[config.mk]
export PLATFORM = sky130hd
export DESIGN_NAME = lpht_mod
export DESIGN_NICKNAME = d
export VERILOG_FILES = /design/src/lpht_pkg.sv /design/src/lpht_mod.sv
export SDC_FILE = /design/constraint.sdc
export NUM_CORES = 1
export LEC_CHECK = 0
export BUFFER_PORTS_ARGS = -buffer_cell sky130_fd_sc_hd__clkbuf_2
export CAP_MARGIN = 20
export CORE_AREA = 2 2 39 41
export DETAILED_ROUTE_END_ITERATION = 8
export DIE_AREA = 0 0 41 43
export MAX_ROUTING_LAYER = met4
export PLACE_DENSITY = 0.63
export SYNTH_ARGS = -nofsm -noshare
export SYNTH_HDL_FRONTEND = slang
export SYNTH_SLANG_ARGS = --single-unit
export TNS_END_PERCENT = 20
[constraint.sdc]
create_clock -name clk -period 0.8 [get_ports clk]
set_input_delay 0.2 -clock clk [delete_from_list [all_inputs] [get_ports clk]]
set_output_delay 0.2 -clock clk [all_outputs]
set_load 0.03 [all_outputs]
[src/lpht_pkg.sv]
// ----------------------------------------------------------------------------
// lpht_pkg
// Shared codes and field widths of the linear-probe hash table.
// ----------------------------------------------------------------------------
`timescale 1ns / 1ps
`default_nettype none

package lpht_pkg;

	localparam int KEY_W    = 32;
	localparam int HASH_W   = 32;
	localparam int VALUE_W  = 32;
	localparam int ACTION_W = 2;
	localparam int STATUS_W = 3;
	localparam int ECOUNT_W = 11;

	// slot word: {used, deleted, key, value}
	localparam int WORD_W   = 2 + KEY_W + VALUE_W;

	typedef logic [ACTION_W-1:0] action_t;
	typedef logic [STATUS_W-1:0] status_t;

	localparam action_t ACT_ADD    = 2'd0;
	localparam action_t ACT_REMOVE = 2'd1;
	localparam action_t ACT_LOOKUP = 2'd2;

	localparam status_t ST_ADDED     = 3'd0;
	localparam status_t ST_PRESENT   = 3'd1;
	localparam status_t ST_FOUND     = 3'd2;
	localparam status_t ST_NOT_FOUND = 3'd3;
	localparam status_t ST_FULL      = 3'd4;

endpackage

`default_nettype wire

[src/lpht_mod.sv]
// ----------------------------------------------------------------------------
// lpht_mod
// Reduces a hash code modulo the slot count to give the first probe slot.
// ----------------------------------------------------------------------------
`timescale 1ns / 1ps
`default_nettype none

module lpht_mod #(
	parameter int SLOT_COUNT = 1024,
	parameter int IDX_W      = 10
) (
	input  wire logic                      clk,
	input  wire logic                      arst_n,
	input  wire logic                      start,
	input  wire logic [lpht_pkg::HASH_W-1:0] dividend,
	output logic                           done,
	output logic [IDX_W-1:0]               rem
);
	import lpht_pkg::*;

	localparam bit IS_POW2 = (SLOT_COUNT & (SLOT_COUNT - 1)) == 0;

	generate
		if (IS_POW2) begin : g_mask
			logic             done_q;
			logic [IDX_W-1:0] rem_q;

			// take the low bits; done follows in the cycle after start
			always_ff @(posedge clk or negedge arst_n) begin
				if (!arst_n) begin
					done_q <= 1'b0;
				end else begin
					done_q <= start;
				end
			end

			always_ff @(posedge clk) begin
				if (start) begin
					rem_q <= dividend[IDX_W-1:0];
				end
			end

			assign done = done_q;
			assign rem  = rem_q;
		end else begin : g_recip
			// floor(2^SHIFT / SLOT_COUNT) fits 32 bits since SLOT_COUNT > 2^(IDX_W-1);
			// the estimated quotient is low by at most one
			localparam int             SHIFT      = 31 + IDX_W;
			localparam logic [63:0]    RECIP_FULL = (64'd1 << SHIFT) / 64'(SLOT_COUNT);
			localparam logic [31:0]    RECIP      = RECIP_FULL[31:0];
			localparam logic [IDX_W:0] N_C        = (IDX_W + 1)'(SLOT_COUNT);

			logic [63:0]      prod;
			logic [63:0]      quot;
			logic             v_s1;
			logic [IDX_W:0]   q_s1;
			logic [IDX_W:0]   x_s1;
			logic [IDX_W:0]   diff;
			logic [IDX_W:0]   fix;
			logic             done_q;
			logic [IDX_W-1:0] rem_q;

			// estimate the quotient by reciprocal multiply
			always_comb begin
				prod = 64'(dividend) * 64'(RECIP);
				quot = prod >> SHIFT;
			end

			// remainder below 2N needs only the low bits; one correcting subtract
			always_comb begin
				diff = x_s1 - q_s1 * N_C;
				fix  = (diff >= N_C) ? (diff - N_C) : diff;
			end

			always_ff @(posedge clk or negedge arst_n) begin
				if (!arst_n) begin
					v_s1   <= 1'b0;
					done_q <= 1'b0;
				end else begin
					v_s1   <= start;
					done_q <= v_s1;
				end
			end

			always_ff @(posedge clk) begin
				if (start) begin
					q_s1 <= quot[IDX_W:0];
					x_s1 <= dividend[IDX_W:0];
				end
				if (v_s1) begin
					rem_q <= fix[IDX_W-1:0];
				end
			end

			assign done = done_q;
			assign rem  = rem_q;
		end
	endgenerate

endmodule

`default_nettype wire

==> flow_summary.json <==
{
  "status": "finished with violations",
  "violations": "setup timing",
  "slew_headroom": 0.8290,
  "drt-total-wl_um": 555,
  "io_buffers": 23,
  "wl_per_cell_um": 10.09,
  "critPathBufInv": 1,
  "crit_path_end_kind": "primary output",
  "max_slew.worst_pin.slew_ps": 256.6,
  "area_delta_synth_final_pct": 82.31,
  "synth_mux_area_frac": 0,
  "crit_slowest_cell": "edfxtp_1",
  "final_core_util": 0.4286,
  "path_cells": "clkbuf_8",
  "coreArea_sq_um": 1384,
  "grt_max_degree": 12,
  "intPower_mw": 0.9831,
  "clock_path_buffers": 2,
  "vias": 204,
  "ir_drop_uv": 897.7,
  "p_seq_frac": 0.540,
  "leakagePower_nw": 0.2569,
  "ys_warn_count": 0,
  "numClockSinks": 11,
  "hold_class": "primary input to flip-flop",
  "synth_top_area_cell": "edfxtp_1",
  "setup-violations-final": 11,
  "synth_seq_cells": 11,
  "clockPowerShare": 0.281,
  "via_per_inst": 3.709,
  "synth_xor_area_frac": 0,
  "syn_inst": 11,
  "grt_pass1_vias": 236,
  "hold_path_end": "rem[8]",
  "cts_buffers": 3,
  "grt_pass1_wl_um": 903,
  "syn-cell-area_sq_um": 325.3,
  "drc_errors": 0,
  "rsz0062_at_grt": "true",
  "gp_congestion": 0.5407,
  "switching_share": 0.2366,
  "overflow": 0,
  "dr.pass1.iters": 2,
  "dr.first_iter.drc_count": 2,
  "antenna_found_initial": 0,
  "num-multi-input-gates": 0,
  "crit_family": "flip-flops",
  "num_antenna_cells": 0,
  "fp-row-count": 14,
  "initial_core_util": 0.2351,
  "pwr_density_cell_nw_per_um2": 2171,
  "finalHoldViolCount": 0,
  "avgSynthCellArea_sq_um": 29.57,
  "dieArea_sq_um": 1763,
  "synth-simple-area-share": 0,
  "power_mw": 1.288,
  "htreeDepth": 1,
  "synth_top_area_frac": 0.9231,
  "ios": 46,
  "synth_cell_types": 2,
  "die_w_um": 41,
  "synth_top_cells_by_area": "edfxtp_1 (92%), dfrtp_1 (7.7%)",
  "cts_tree": "built",
  "worstHoldStart": "dividend[8]",
  "cp.arrival_ps": 820,
  "synth_compound_gate_area_share": 0,
  "fin_nets": 75,
  "start_kind": "flip-flop",
  "cts_root_buf": "clkbuf_4",
  "crit_start": "rem[8]",
  "synth_adder_area_share": 0,
  "maxSlewViolCount": 0,
  "track_usage": 0.08517,
  "period_minus_slack_ps": 1021,
  "critPathMaxStageDelay_ps": 390,
  "n_fill_cell": 135,
  "postRouteAntennaNets": 0,
  "die_h_um": 43,
  "clk_pin_slew_ps": 70,
  "seq_area_frac_synth": 1.000,
  "pwr-share-comb": 0.179,
  "syn_nets": 46,
  "cp_data_required_time_ps": 600,
  "p_sw_mw": 0.3047,
  "holdPathStages": 1,
  "multi_input_comb_area_sq_um": 0,
  "path_max_fanout": 1,
  "worst_slack_ps": -221.1,
  "maxCapViolCount": 0,
  "fin_crit_sh": 1.276,
  "drive_gt1_frac": 0.6667,
  "fmax_ghz": 0.9794,
  "path_class": "flip-flop to primary output"
}
==> registers in the layout, summed over array words and instances (netlist names) <==
signal,flops
done,1
rem,10
==> cells in the final DEF, fill, tap and decap left out, drive strengths merged <==
cell type	n
dfrtp	1
clkbuf	24
edfxtp	10
buf	3
dlygate4sd3	1
==> timing repair <==
item,CTS,global route
setup buffers,0,0
gates resized for setup,21,4
pin swaps,0,0
setup endpoints to repair,11,11
hold buffers,1,0
endpoints found under the hold margin,1,0
==> layout make-up <==
class,instances,area [sq um],area share
flip-flops and latches,11,325.3,0.5485
well taps,16,20.02,0.03376
repair buffers,24,221.5,0.3734
clock buffers,4,26.28,0.04430
==> layer usage <==
layer  wire, um  part of all wire  vias up  track usage
met5          0                 0        -            -
met4          0                 0        0      0.06000
met3         70              0.13        0      0.03141
met2        272              0.49       17       0.1125
met1        212              0.38       89       0.1034
li1           -                 -       98            -
==> metrics by stage <==
stage	area (sq um)	setup slack [ps]	TNS, ps	hold WS, ps	std cells
final	593.1	-221.1	-2235	113.0	55
after CTS	586.8	-248.7	-2416	100.8	55
after detailed placement	460.4	23.47	0	-23.46	50
after global placement	460.4	23.61	0	-24.82	50
after floorplan	325.3	104.4	0	-95.59	11
after global routing	593.1	-263.6	-2641	101.1	55
==> Yosys cell counts <==
master	count
edfxtp_1	10
dfrtp_1	1
==> how the worst max path moves through the flow <==
stage	end	slack, ps	cells after the start
2_1_floorplan	rem[0]	100	0
3_3_place_gp	rem[0]	20	1
3_5_place_dp	rem[6]	20	1
4_1_cts	rem[8]	-250	1
5_1_grt	rem[7]	-260	1
6_report	rem[8]	-220	1
==> power groups by stage <==
stage	Sequential [mW]	Clock (mW)	Combinational (mW)
3_3_place_gp	0.699	0	0.164
5_1_grt	0.700	0.406	0.246
2_1_floorplan	0.790	0	0
3_5_place_dp	0.700	0	0.166
6_report	0.695	0.361	0.231
4_1_cts	0.693	0.386	0.227
==> logic make-up (layout without fill, tap and decap cells) <==
| kind of cell | after synthesis | after routing |
|---|---|---|
| DFF | 11 | 11 |
| buffers and inverters | 0 | 28 |
(Power assumes the default switching activity.)
